`config.mk`:
```
export PLATFORM = sky130hd
export DESIGN_NAME = hhdc_ctrl
export DESIGN_NICKNAME = d
export VERILOG_FILES = /design/src/hw/rtl/hhdc_pkg.sv /design/src/hw/rtl/hhdc_ctrl.sv
export SDC_FILE = /design/constraint.sdc
export NUM_CORES = 1
export LEC_CHECK = 0
export BUFFER_PORTS_ARGS = -buffer_cell sky130_fd_sc_hd__buf_4
export CAP_MARGIN = 0
export CORE_AREA = 2 2 39 41
export DETAILED_ROUTE_END_ITERATION = 8
export DIE_AREA = 0 0 41 43
export SLEW_MARGIN = 20
export SYNTH_ARGS = -nofsm -noshare
export SYNTH_HDL_FRONTEND = slang
export SYNTH_SLANG_ARGS = --single-unit
export TNS_END_PERCENT = 100
```
`constraint.sdc`:
```
create_clock -name clk -period 2.65 [get_ports clk]
set_clock_uncertainty 0.15 [all_clocks]
set_input_delay 0.3975 -clock clk [delete_from_list [all_inputs] [get_ports clk]]
set_output_delay 0.3975 -clock clk [all_outputs]
set_load 0.02 [all_outputs]
```
`src/hw/rtl/hhdc_pkg.sv`:
```
`default_nettype none

package hhdc_pkg;

	localparam int CNT_W        = 16;
	localparam int HUE_BINS     = 30;
	localparam int SAT_BINS_DEF = 32;
	localparam int HUE_IDX_W    = 5;
	localparam int SAT_IDX_W    = 6;
	localparam int HUE_RANGE    = 180;
	localparam int HUE_RECIP    = 171;
	localparam int HUE_SHIFT    = 10;
	localparam int HUE_STEP     = 6;
	localparam int SCALE_NUM    = 510;
	localparam int SCALE_THR    = 509;
	localparam int THR_W        = CNT_W + 9;

	localparam logic [1:0] COLOUR_NONE   = 2'd0;
	localparam logic [1:0] COLOUR_RED    = 2'd1;
	localparam logic [1:0] COLOUR_YELLOW = 2'd2;
	localparam logic [1:0] COLOUR_BLUE   = 2'd3;

	typedef struct packed {
		logic [7:0] pixel_hue;
		logic [7:0] pixel_sat;
		logic       last_pixel;
	} pix_t;

	typedef struct packed {
		logic [1:0] colour_code;
		logic [4:0] dominant_hue_bin;
		logic [4:0] dominant_sat_bin;
		logic       patch_empty;
	} res_t;

	typedef struct packed {
		logic take;
		logic clr_en;
		logic scan_en;
		logic load_result;
	} cmd_t;

	typedef struct packed {
		logic addr_last;
	} sts_t;

	function automatic logic [1:0] colour_of(input logic [HUE_IDX_W-1:0] hb);
		logic [7:0] h;
		logic [1:0] c;
		h = 8'(hb) * 8'(HUE_STEP);
		c = COLOUR_NONE;
		if (h < 8'd10 || (h > 8'd160 && h <= 8'd180)) begin
			c = COLOUR_RED;
		end else if (h >= 8'd15 && h < 8'd45) begin
			c = COLOUR_YELLOW;
		end else if (h >= 8'd100 && h < 8'd130) begin
			c = COLOUR_BLUE;
		end
		return c;
	endfunction

endpackage

`default_nettype wire

```
`src/hw/rtl/hhdc_ctrl.sv`:
```
`default_nettype none

module hhdc_ctrl (
	input  wire logic          clk,
	input  wire logic          arst_n,
	input  wire logic          pix_valid,
	input  wire logic          last_pixel,
	output logic               pix_ready,
	output logic               res_valid,
	input  wire logic          res_ready,
	input  wire hhdc_pkg::sts_t sts,
	output hhdc_pkg::cmd_t     cmd
);

	typedef enum logic [2:0] {
		ST_INIT,
		ST_ACCUM,
		ST_DRAIN,
		ST_SCAN,
		ST_FLUSH,
		ST_RESULT
	} state_t;

	state_t state_q;
	logic   out_valid_q;

	always_comb begin
		cmd.take        = (state_q == ST_ACCUM) && pix_valid;
		cmd.clr_en      = (state_q == ST_INIT);
		cmd.scan_en     = (state_q == ST_SCAN);
		cmd.load_result = (state_q == ST_RESULT) && (!out_valid_q || res_ready);
	end

	assign pix_ready = (state_q == ST_ACCUM);
	assign res_valid = out_valid_q;

	always_ff @(posedge clk or negedge arst_n) begin
		if (!arst_n) begin
			state_q     <= ST_INIT;
			out_valid_q <= 1'b0;
		end else begin
			if (cmd.load_result) begin
				out_valid_q <= 1'b1;
			end else if (res_ready) begin
				out_valid_q <= 1'b0;
			end
			case (state_q)
				ST_INIT: begin
					if (sts.addr_last) begin
						state_q <= ST_ACCUM;
					end
				end
				ST_ACCUM: begin
					if (cmd.take && last_pixel) begin
						state_q <= ST_DRAIN;
					end
				end
				ST_DRAIN: begin
					state_q <= ST_SCAN;
				end
				ST_SCAN: begin
					if (sts.addr_last) begin
						state_q <= ST_FLUSH;
					end
				end
				ST_FLUSH: begin
					state_q <= ST_RESULT;
				end
				ST_RESULT: begin
					if (cmd.load_result) begin
						state_q <= ST_ACCUM;
					end
				end
				default: begin
					state_q <= ST_INIT;
				end
			endcase
		end
	end

endmodule

`default_nettype wire

```
==> out/metrics.csv <==
metric;value;unit
outcome;finished, final reports clean;
area taken by multi-input logic gates;111.4;um2
Fin. Hold Viols;0;
CTS tree;yes;
hold buffer count at cts;1;
Post-Syn Area;230.2;um2
Synth cell types;15;
total negative slack;0;ns
Placeable Area;1384;um2
worst vdd ir;382.8;uV
largest net degree at the start of global routing;11;
CTS buffer count;3;
post-synthesis register bit count;4;
Nets;47;
number of global-route vias before repair;244;
DIE AREA;1763;um2
Area growth syn-to-layout;52.17;%
Final Max Tran Viols;0;
WHS;0.2695;ns
post_cts resized;0;
antenna-violating nets left;0;
crit start category;register;
final worst-path cycle share;71.54;%
Worst Hold Class;input pin to register;
fillers;161;
Avg WL per Cell;9.927;um
max-cap viol count;0;
Synth area leader;dfrtp_1;
Post-DP Area;317.8;um2
synthesized instance count;26;
final instance area;350.3;um2
num rows;14;
setup bufs post-CTS;0;
layout cells sized above 1;35.90;%
root buffer cell;clkbuf_4;
Place WS;0.9855;ns
max_slew headroom;81.10;%
Starting Density;16.64;%
antenna violations before repair;0;
register area;100.1;um2
routability cong.;0.7919;
Synth Area per Inst;8.855;um2
post-synth top area share;43.48;%
maximum root-to-sink buffer count;2;
yosys warns;0;
drt total wl;546;um
Die Wd;41;um
Post-Syn Nets;32;
Peak Freq;527.5;MHz
vias;244;
Residual DRC;0;
power per cell area;1175;nW/um2
IO Pins;12;
crit path DAT;1.35;ns
measured slew at the worst slew-check pin;0.2835;ns
GRT Util Overall;8.761;%
endpoints failing setup;0;
Port Buffers;11;
clock sinks;4;
Crit. End Element;primary output;
1st-iter DRT viols;6;
first-pass GRT wire length;924;um
RSZ-0062 raised after global routing;false;
sequential-to-total area share from yosys stat;43.48;%
post-layout min period;1.896;ns
Min-Delay Path Depth;2;
Clock Latency Late Sink;0.23;ns
Leak Pwr;0.1761;nW
DR pass1 iterations;2;
kind of critical path;register to primary output;
H-tree depth;1;
Final Worst Setup Slack;0.7541;ns
CP required;2.10;ns
synth top area cells;dfrtp_1, a32o_1, nand2_1;
GRT overflow;0;
Vias per Instance;4.436;
Worst Path Max Fanout;9;
Die Span Y;43;um
overall power;0.0004115;W
Antenna Diode Count;0;
Worst Reg-to-Reg Cells;3;
Worst-path clk slew;0.03;ns
layout by cell type (no fill, tap or decap), drive strengths merged:
| cell | netlist | routed |
|---|---|---|
| nand2 | 5 | 5 |
| nor2b | 1 | 1 |
| nor3 | 1 | 1 |
| nor2 | 3 | 3 |
| clkbuf | 0 | 3 |
| a221oi | 1 | 1 |
| and2 | 1 | 1 |
| a32oi | 1 | 1 |
| a32o | 2 | 2 |
| and2b | 1 | 1 |
| inv | 1 | 1 |
| buf | 2 | 11 |
| dlygate4sd3 | 0 | 1 |
| nor4 | 1 | 1 |
| and3 | 1 | 1 |
| nand2b | 1 | 1 |
| dfrtp | 4 | 4 |
where the power goes:
part	total (W)	internal, W	switching, W
logic	0.000211	0.000100	0.000110
registers	0.000128	0.0000862	0.0000413
clock network	0.0000733	0.0000505	0.0000228
metrics by stage:
stage / cells / utilization, %
2_1_floorplan: 26 / -
3_3_place_gp: 51 / 22.97
3_5_place_dp: 51 / 22.97
4_1_cts: 55 / 25.32
5_1_grt: 55 / 25.32
6_report: 55 / 25.32
final cells by class:
type,instances,share of cell area [%]
tap,16,5.714
inverter,1,1.071
sequential,4,28.57
clock buffer,3,6.429
multi-input combinational,19,31.79
timing repair buffer,12,26.43
Yosys cell counts:
master	n
nand2_1	5
dfrtp_1	4
nor2_1	3
a32o_1	2
buf_4	2
a221oi_1	1
a32oi_1	1
and2_1	1
and2b_1	1
and3_1	1
inv_1	1
nand2b_1	1
nor2b_1	1
nor3_1	1
nor4_1	1
critical path: stages, from the launching register on:
cell and delay, ns:
dfrtp_1 0.47, nor2b_1 0.24, and2b_1 0.16, and2_1 0.12, buf_4 0.13
routing by layer:
layer / track usage, % / part of all wire, % / vias to the layer above
met1: 8.766 / 46 / 113
met5: 0 / 0 / -
met4: 10.00 / 3.5 / 0
met3: 4.712 / 8.4 / 2
li1: - / - / 117
met2: 11.25 / 42 / 12
final timing paths:
kind	from	end	slack, ns
max in group asynchronous	arst_n	state_q[1]	1.89
worst max register to register	state_q[1]	state_q[0]	1.33
worst min-delay path	sts	state_q[2]	0.27
min in group asynchronous	arst_n	state_q[2]	0.36
worst min register to register	res_valid	res_valid	0.39
worst max-delay path	state_q[1]	cmd[3]	0.75
state kept, by name, summed over array words and instances (netlist names):
name / cells
res_valid: 1
state_q: 3
cells by family after synthesis:
family / after synthesis / synth area share (%)
AO/OA/AOI/OAI: 4 / 16.31
buffers and inverters: 3 / 8.149
AND/OR/NAND/NOR: 15 / 32.07
flip-flops: 4 / 43.48
Power figures use the tool's default switching activity.
